File: config.mk
export PLATFORM = sky130hd
export DESIGN_NAME = dctd_mac
export DESIGN_NICKNAME = d
export VERILOG_FILES = /design/src/sv/dctd_pkg.sv /design/src/sv/dctd_mac.sv
export SDC_FILE = /design/constraint.sdc
export NUM_CORES = 2
export LEC_CHECK = 0
export BUFFER_PORTS_ARGS = -buffer_cell sky130_fd_sc_hd__buf_2
export CELL_PAD_IN_SITES_DETAIL_PLACEMENT = 0
export CELL_PAD_IN_SITES_GLOBAL_PLACEMENT = 1
export CORE_AREA = 4 4 269 336
export CTS_CLUSTER_DIAMETER = 40
export DETAILED_ROUTE_END_ITERATION = 16
export DIE_AREA = 0 0 273 340
export PLACE_DENSITY = 0.63
export SLEW_MARGIN = 40
export SYNTH_ARGS = -nofsm -noshare
export SYNTH_HDL_FRONTEND = slang
export SYNTH_SLANG_ARGS = --single-unit
export TNS_END_PERCENT = 20
File: constraint.sdc
create_clock -name clk -period 8.2 [get_ports clk]
set_input_delay 1.64 -clock clk [delete_from_list [all_inputs] [get_ports clk]]
set_output_delay 1.64 -clock clk [all_outputs]
set_load 0.1 [all_outputs]
File: src/sv/dctd_pkg.sv
// Shared constants, register codes and inter-module types for the direct DCT block.
package dctd_pkg;

	// Largest transform block and the cosine table that covers four quarter periods.
	localparam int MAX_LEN     = 64;
	localparam int TABLE_DEPTH = 4 * MAX_LEN;
	localparam int SMP_AW      = $clog2(MAX_LEN);
	localparam int TAB_AW      = $clog2(TABLE_DEPTH);
	localparam int CNT_W       = $clog2(MAX_LEN + 1);
	localparam int IDX_SUM_W   = TAB_AW + 1;

	// Field widths.
	localparam int LEN_W   = 7;
	localparam int SMP_W   = 16;
	localparam int COS_W   = 16;
	localparam int NORM_W  = 15;
	localparam int TIDX_W  = 8;
	localparam int COEF_W  = 32;

	// Datapath widths: factor times sample, times cosine, summed over a block.
	localparam int PA_W        = NORM_W + 1 + SMP_W;
	localparam int PB_W        = PA_W + COS_W;
	localparam int ACC_W       = PB_W + SMP_AW;
	localparam int ROUND_SHIFT = 30;

	// Configuration channel.
	localparam int CFG_IDX_W  = 4;
	localparam int CFG_DATA_W = 15;

	typedef enum logic [CFG_IDX_W-1:0] {
		REG_BLOCK_LENGTH = 4'd0,
		REG_INVERSE_MODE = 4'd1,
		REG_NORM_DC      = 4'd2,
		REG_NORM_AC      = 4'd3
	} cfg_reg_t;

	localparam logic [LEN_W-1:0]  BLOCK_LENGTH_RST = 7'd8;
	localparam logic [NORM_W-1:0] NORM_DC_RST      = 15'd11585;
	localparam logic [NORM_W-1:0] NORM_AC_RST      = 15'd16384;

	// Request kinds on the input channel.
	localparam logic KIND_TABLE  = 1'b0;
	localparam logic KIND_SAMPLE = 1'b1;

	// One product term handed to the multiply-accumulate pipeline.
	typedef struct packed {
		logic              valid;
		logic              first;
		logic              last_term;
		logic [NORM_W-1:0] factor;
	} term_t;

	// Finished coefficient leaving the pipeline.
	typedef struct packed {
		logic              valid;
		logic [COEF_W-1:0] value;
	} mac_res_t;

	// Write and read requests for the sample buffer and cosine table.
	typedef struct packed {
		logic              smp_we;
		logic [SMP_AW-1:0] smp_waddr;
		logic [SMP_W-1:0]  smp_wdata;
		logic              cos_we;
		logic [TAB_AW-1:0] cos_waddr;
		logic [COS_W-1:0]  cos_wdata;
		logic              rd_en;
		logic [SMP_AW-1:0] smp_raddr;
		logic [TAB_AW-1:0] cos_raddr;
	} mem_req_t;

endpackage

File: src/sv/dctd_mac.sv
// Pipelined multiply-accumulate with rounding and saturation to a 32-bit coefficient.
module dctd_mac (
	input  logic                        clk,
	input  logic                        arst_n,
	input  dctd_pkg::term_t             term,
	input  logic [dctd_pkg::SMP_W-1:0]  smp_rdata,
	input  logic [dctd_pkg::COS_W-1:0]  cos_rdata,
	output dctd_pkg::mac_res_t          res
);

	localparam int ACC_W  = dctd_pkg::ACC_W;
	localparam int PB_W   = dctd_pkg::PB_W;
	localparam int COEF_W = dctd_pkg::COEF_W;
	localparam int RSH    = dctd_pkg::ROUND_SHIFT;

	localparam logic signed [ACC_W-1:0] ROUND_BIAS =
		{{(ACC_W-RSH){1'b0}}, 1'b1, {(RSH-1){1'b0}}};
	localparam logic signed [ACC_W-1:0] SAT_MAX =
		{{(ACC_W-COEF_W+1){1'b0}}, {(COEF_W-1){1'b1}}};
	localparam logic signed [ACC_W-1:0] SAT_MIN =
		{{(ACC_W-COEF_W+1){1'b1}}, {(COEF_W-1){1'b0}}};

	// Control tags travel beside the data, one stage per register.
	logic v_s1, v_s2, v_s3, v_s4;
	logic first_s1, first_s2, first_s3;
	logic lt_s1, lt_s2, lt_s3;
	logic done_s4;
	logic res_valid_q;

	logic [dctd_pkg::NORM_W-1:0]        factor_s1;
	logic signed [dctd_pkg::PA_W-1:0]   pa_s2;
	logic signed [dctd_pkg::COS_W-1:0]  cos_s2;
	logic signed [PB_W-1:0]             pb_s3;
	logic signed [ACC_W-1:0]            acc_q;
	logic [COEF_W-1:0]                  res_value_q;

	logic signed [ACC_W-1:0] pb_ext;
	logic signed [ACC_W-1:0] rnd;
	logic signed [ACC_W-1:0] rnd_sh;
	logic [COEF_W-1:0]       sat_value;

	always_ff @(posedge clk or negedge arst_n) begin
		if (!arst_n) begin
			v_s1        <= 1'b0;
			v_s2        <= 1'b0;
			v_s3        <= 1'b0;
			v_s4        <= 1'b0;
			done_s4     <= 1'b0;
			res_valid_q <= 1'b0;
		end else begin
			v_s1        <= term.valid;
			v_s2        <= v_s1;
			v_s3        <= v_s2;
			v_s4        <= v_s3;
			done_s4     <= v_s3 & lt_s3;
			res_valid_q <= v_s4 & done_s4;
		end
	end

	assign pb_ext = {{(ACC_W-PB_W){pb_s3[PB_W-1]}}, pb_s3};

	always_ff @(posedge clk) begin
		first_s1  <= term.first;
		lt_s1     <= term.last_term;
		factor_s1 <= term.factor;

		first_s2  <= first_s1;
		lt_s2     <= lt_s1;
		pa_s2     <= $signed({1'b0, factor_s1}) * $signed(smp_rdata);
		cos_s2    <= $signed(cos_rdata);

		first_s3  <= first_s2;
		lt_s3     <= lt_s2;
		pb_s3     <= pa_s2 * cos_s2;

		if (v_s3) begin
			acc_q <= first_s3 ? pb_ext : acc_q + pb_ext;
		end

		res_value_q <= sat_value;
	end

	// Round half up by adding half an LSB and flooring, then clamp to 32 bits.
	always_comb begin
		rnd    = acc_q + ROUND_BIAS;
		rnd_sh = rnd >>> RSH;
		if (rnd_sh > SAT_MAX) begin
			sat_value = SAT_MAX[COEF_W-1:0];
		end else if (rnd_sh < SAT_MIN) begin
			sat_value = SAT_MIN[COEF_W-1:0];
		end else begin
			sat_value = rnd_sh[COEF_W-1:0];
		end
	end

	assign res.valid = res_valid_q;
	assign res.value = res_value_q;

endmodule

Word level (Yosys, flattened, before mapping)
Index checks and enable logic that the tools add are counted.

word-level totals
  register bits after elaboration = 209
  input port bits = 52
  output and inout bits = 33
  logic and storage cells = 28

operators by class
  $add $sub $neg = 2
  multipliers = 2
  order comparisons = 2
  muxes and demuxes = 2
  bitwise gates (word level) = 2

operator list
  cell                                                                    count
  54-bit by 31-bit adder with 54-bit output, second input constant        1
  54-bit by 48-bit adder with 54-bit output                               1
  54-bit two-way mux                                                      1
  32-bit by 16-bit multiplier with 48-bit output                          1
  24-bit by 32-bit > comparator with 1-bit output, second input constant  1
  24-bit by 32-bit < comparator with 1-bit output, second input constant  1
  16-bit by 16-bit multiplier with 32-bit output                          1
  32-bit two-way mux                                                      1
  1-bit AND                                                               2

Longest topological paths before layout
  depth in word-level cells = 3
  depth in mapped cells = 26
  depth with buffers taken out = 25

Least setup slack after synthesis
Ideal clock, no wire load.

  kind = input port to flip-flop
  start = input smp_rdata[1] (netlist name)
  end = register pa_s2[29] (netlist name)
  setup time = 0.072 ns
  data arrival time = 7.022 ns
  required time = 8.128 ns
  slack = 1.105 ns
  cell stages on the path = 23
  path buffers = 1
  cell sequence = clkbuf_1 > nand2_1 > fa_1 > inv_1 > fa_1 > inv_1 > fa_1 > inv_1 > fa_1 > inv_1 > fa_1 > inv_1 > fa_1 > ha_1 > and2_1 > a31oi_1 > o21ai_0 > nand2_1 > a31oi_1 > a21boi_0 > o21ai_0 > o41ai_1 > xnor2_1

between the ends
  longest elaborated chain between the ends = 1

ends and longest elaborated chain
  element                                         RTL line        RTL
  start, declared                                 dctd_mac.sv:6   input logic [dctd_pkg::SMP_W-1:0] smp_rdata,
  16-bit by 16-bit multiplier with 32-bit output  dctd_mac.sv:69  pa_s2 <= $signed({1'b0, factor_s1}) * $signed(smp_rdata);
  end signal, assigned                            dctd_mac.sv:69
  end, declared                                   dctd_mac.sv:31  logic signed [dctd_pkg::PA_W-1:0] pa_s2;

No other way between the ends.
A chain may end at the register's enable or synchronous reset.

Final worst setup path
  start = register cos_s2[1] (netlist name)
  end = register pb_s3[44]

between the ends
  longest elaborated chain between the ends = 1

ends and longest elaborated chain
  element                                         RTL line        RTL
  start, declared                                 dctd_mac.sv:32  logic signed [dctd_pkg::COS_W-1:0] cos_s2;
  start signal, assigned                          dctd_mac.sv:70  cos_s2 <= $signed(cos_rdata);
  32-bit by 16-bit multiplier with 48-bit output  dctd_mac.sv:74  pb_s3 <= pa_s2 * cos_s2;
  end signal, assigned                            dctd_mac.sv:74
  end, declared                                   dctd_mac.sv:33  logic signed [PB_W-1:0] pb_s3;

No other way between the ends.

==> run_results.csv <==
group,metric,value,unit
status,outcome,"complete, no violations",
placement,dpl.hpwl,70100,um
drt,drc,0,
synthesis,yosysWarnings,0,
timing,slew_violations,0,
timing,grt_setup_unrepaired,"false",
drt,wl,84400,um
timing,period_minus_slack,7.15,ns
setup_path,path_class,"reg -> reg",
setup_path,r2r_slack,1.05,ns
synthesis,syn_area_per_cell,9.14,sq um
drt,vias,24275,
clocking,cts_root_buffer,"clkbuf_16",
clocking,cts_inserted_buffers,46,
placement,gp_congestion,0.845,
clocking,cts_hold_buf,0,
timing,timing.final.crit_share,0.872,
drt,vias_per_cell,4.84,
final_layout,syn2layout_area_growth,9.74,%
drt,ant_nets,0,
synthesis,ys_seq_elements,202,
die,row_count,121,
timing,max_slew_margin,0.442,
flow_run,cap_violations,0,
synthesis,synthArstFlopShare,0.0297,
setup_path,reg2reg_depth,22,
clocking,clk_path_buf_depth,3,
synthesis,syn_nets,4792,
final_layout,postLayoutCellArea,38000,sq um
placement,io_buffers,84,
drt,first_pass_iters,5,
synthesis,synth_cell_types,84,
die,die_area,92800,sq um
die,ios,85,
synthesis,yosysSeqAreaShare,0.133,
placement,dpl.cell_count,4934,
clocking,cts_tree,"yes",
drt,avgRoutedWirePerCell,16.8,um
grt,grt_pass1_wl,142000,um
die,start_util,0.397,
grt,grt_max_degree,57,
grt,antenna_found_initial,3,
grt,overflow,0,
clocking,clock_latency,0.58,ns
synthesis,ys.flop_type,"dfxtp_1",
clocking,cts.sinks,202,
final_layout,num-nets-final,4822,
final_layout,stdcell_count,5020,
timing,fmax,140,MHz
die,fp.dieH,340,um
synthesis,synth_edf_count,54,
hold_path,hold_end,"first_s3",
setup_path,end_kind,"register",
setup_path,reg2reg_from,"cos_s2[1]",
synthesis,synth_cells,3784,
timing,hold_viol,0,
die,die_x,273,um
grt,grt_usage,0.189,
setup_path,worst_r2r_endpoint,"pb_s3[44]",
placement,place_area,36300,sq um
timing,fin_hold_ws,0.327,ns
clocking,h-tree-depth,2,
hold_path,hold_class,"reg -> reg",
hold_path,hold_path_startpoint,"first_s2",
timing,skew,0.0271,ns
setup_path,cp.arrival,7.65,ns
timing,finalSetupViolations,0,
synthesis,syn_area,34600,sq um
timing,totalNegativeSetupSlack,0,ns
clocking,clk_pin_slew,0.06,ns
setup_path,crit_fanout,19,
setup_path,required,8.70,ns
setup_path,critPathLaunchType,"register",
hold_path,holdPathStages,0,
final_layout,post_route_cells_drive_above_1_share,0.0662,
grt,grt_pass1_vias,26603,
drt,detail_route.iter0.violations,941,
clocking,ctsResizeCount,0,
timing,tightest_slew,0.836,ns
clocking,cts_setup_buffers,0,
die,core-area,87100,sq um
sequential cells by signal, indices dropped and copies added, names as in the netlist, 15 cells and up:
| name | cells |
|---|---|
| pa_s2 | 32 |
| cos_s2 | 16 |
| res_value_q | 25 |
| acc_q | 54 |
| factor_s1 | 15 |
| pb_s3 | 48 |
placed cells by master, fill, tap and decap left out, types with 7 or more instances in the layout:
cell       count
o31ai_1        9
o21ai_0      101
inv_1        799
fa_1         667
buf_2         84
clkbuf_16     47
and3_1        13
xnor2_1       97
nand3_1       35
nand2b_1      30
clkinv_4       7
a21o_1        66
o21bai_1      16
edfxtp_1      54
ha_1         289
a21oi_1       97
dfxtp_1      140
xor2_1        40
a31oi_1       16
nand4_1       20
and2_1       295
o21ai_1        7
o21a_1        26
a211oi_1      20
nand2_1      525
and4_1         9
nor3_1        22
bufinv_16      8
buf_4         52
inv_6         10
nor2_1       106
nor2b_1       16
synthesized netlist by cell type, drive strengths merged, types with 16 or more instances:
| master | instances | area share |
|---|---|---|
| a211oi | 21 | 0.0047 |
| a21o | 67 | 0.015 |
| a21oi | 98 | 0.014 |
| a31oi | 18 | 0.0036 |
| and2 | 297 | 0.054 |
| clkbuf | 140 | 0.015 |
| dfxtp | 142 | 0.082 |
| edfxtp | 54 | 0.047 |
| fa | 667 | 0.39 |
| ha | 289 | 0.10 |
| inv | 800 | 0.087 |
| nand2 | 525 | 0.057 |
| nand2b | 30 | 0.0054 |
| nand3 | 35 | 0.0051 |
| nand4 | 20 | 0.0036 |
| nor2 | 106 | 0.012 |
| nor2b | 16 | 0.0029 |
| nor3 | 23 | 0.0033 |
| o21a | 26 | 0.0056 |
| o21ai | 110 | 0.016 |
| o21bai | 16 | 0.0035 |
| xnor2 | 97 | 0.025 |
| xor2 | 40 | 0.010 |
final cells by class:
type	instances	area (sq um)
multi-input cells	2627	26400
fillers	8678	49100
clock buffers	52	1230
inverters	800	3000
diodes	1	2.50
well taps	1168	1460
clock inverters	33	460
flip-flops and latches	202	4620
repair buffers	137	822
kinds of logic after synthesis:
group           synth area share
buf+inv                    0.105
xor+xnor                  0.0347
compound gates            0.0816
simple gates               0.154
fa+ha+maj                  0.490
flops                      0.133
mux                      0.00119
worst max-delay path by stage:
stage	startpoint	endpoint	slack, ns	cells past startpoint
2_1_floorplan	smp_rdata[1]	pa_s2[29]	1.11	23
3_3_place_gp	smp_rdata[1]	pa_s2[31]	0.61	24
3_5_place_dp	smp_rdata[1]	pa_s2[31]	0.54	24
4_1_cts	cos_s2[1]	pb_s3[44]	0.98	21
5_1_grt	cos_s2[1]	pb_s3[44]	0.64	20
6_report	cos_s2[1]	pb_s3[44]	1.05	22
critical path, stage by stage (launching register included):
cell and delay [ns]:
dfxtp_1 0.86, buf_4 0.26, nand2_1 0.08, fa_1 0.51
fa_1 0.52, fa_1 0.51, inv_1 0.05, fa_1 0.50
fa_1 0.50, inv_1 0.05, fa_1 0.47, inv_1 0.04
ha_1 0.44, nand2_1 0.14, nor3_1 0.45, a21o_1 0.18
a41oi_1 0.05, o21ai_0 0.20, a41oi_2 0.13, o21a_1 0.31
o31ai_1 0.53, nand4b_1 0.16, o211ai_1 0.12
layer usage:
metal	vias to the layer above	part of all wire	GRT usage
met1	12161	0.45	0.247
met4	4	0.021	0.0409
li1	11628	-	-
met2	378	0.50	0.337
met3	104	0.036	0.0221
met5	-	0.00032	0
stage by stage:
stage               utilization  setup slack (ns)
global route              0.436             0.638
global placement          0.416             0.608
CTS                       0.436             0.984
finish                    0.436              1.05
floorplan                     -              1.11
detailed placement        0.417             0.539
Power is not shown: default switching activity piles up to over one toggle a cycle in this logic, so the estimate is an artifact.
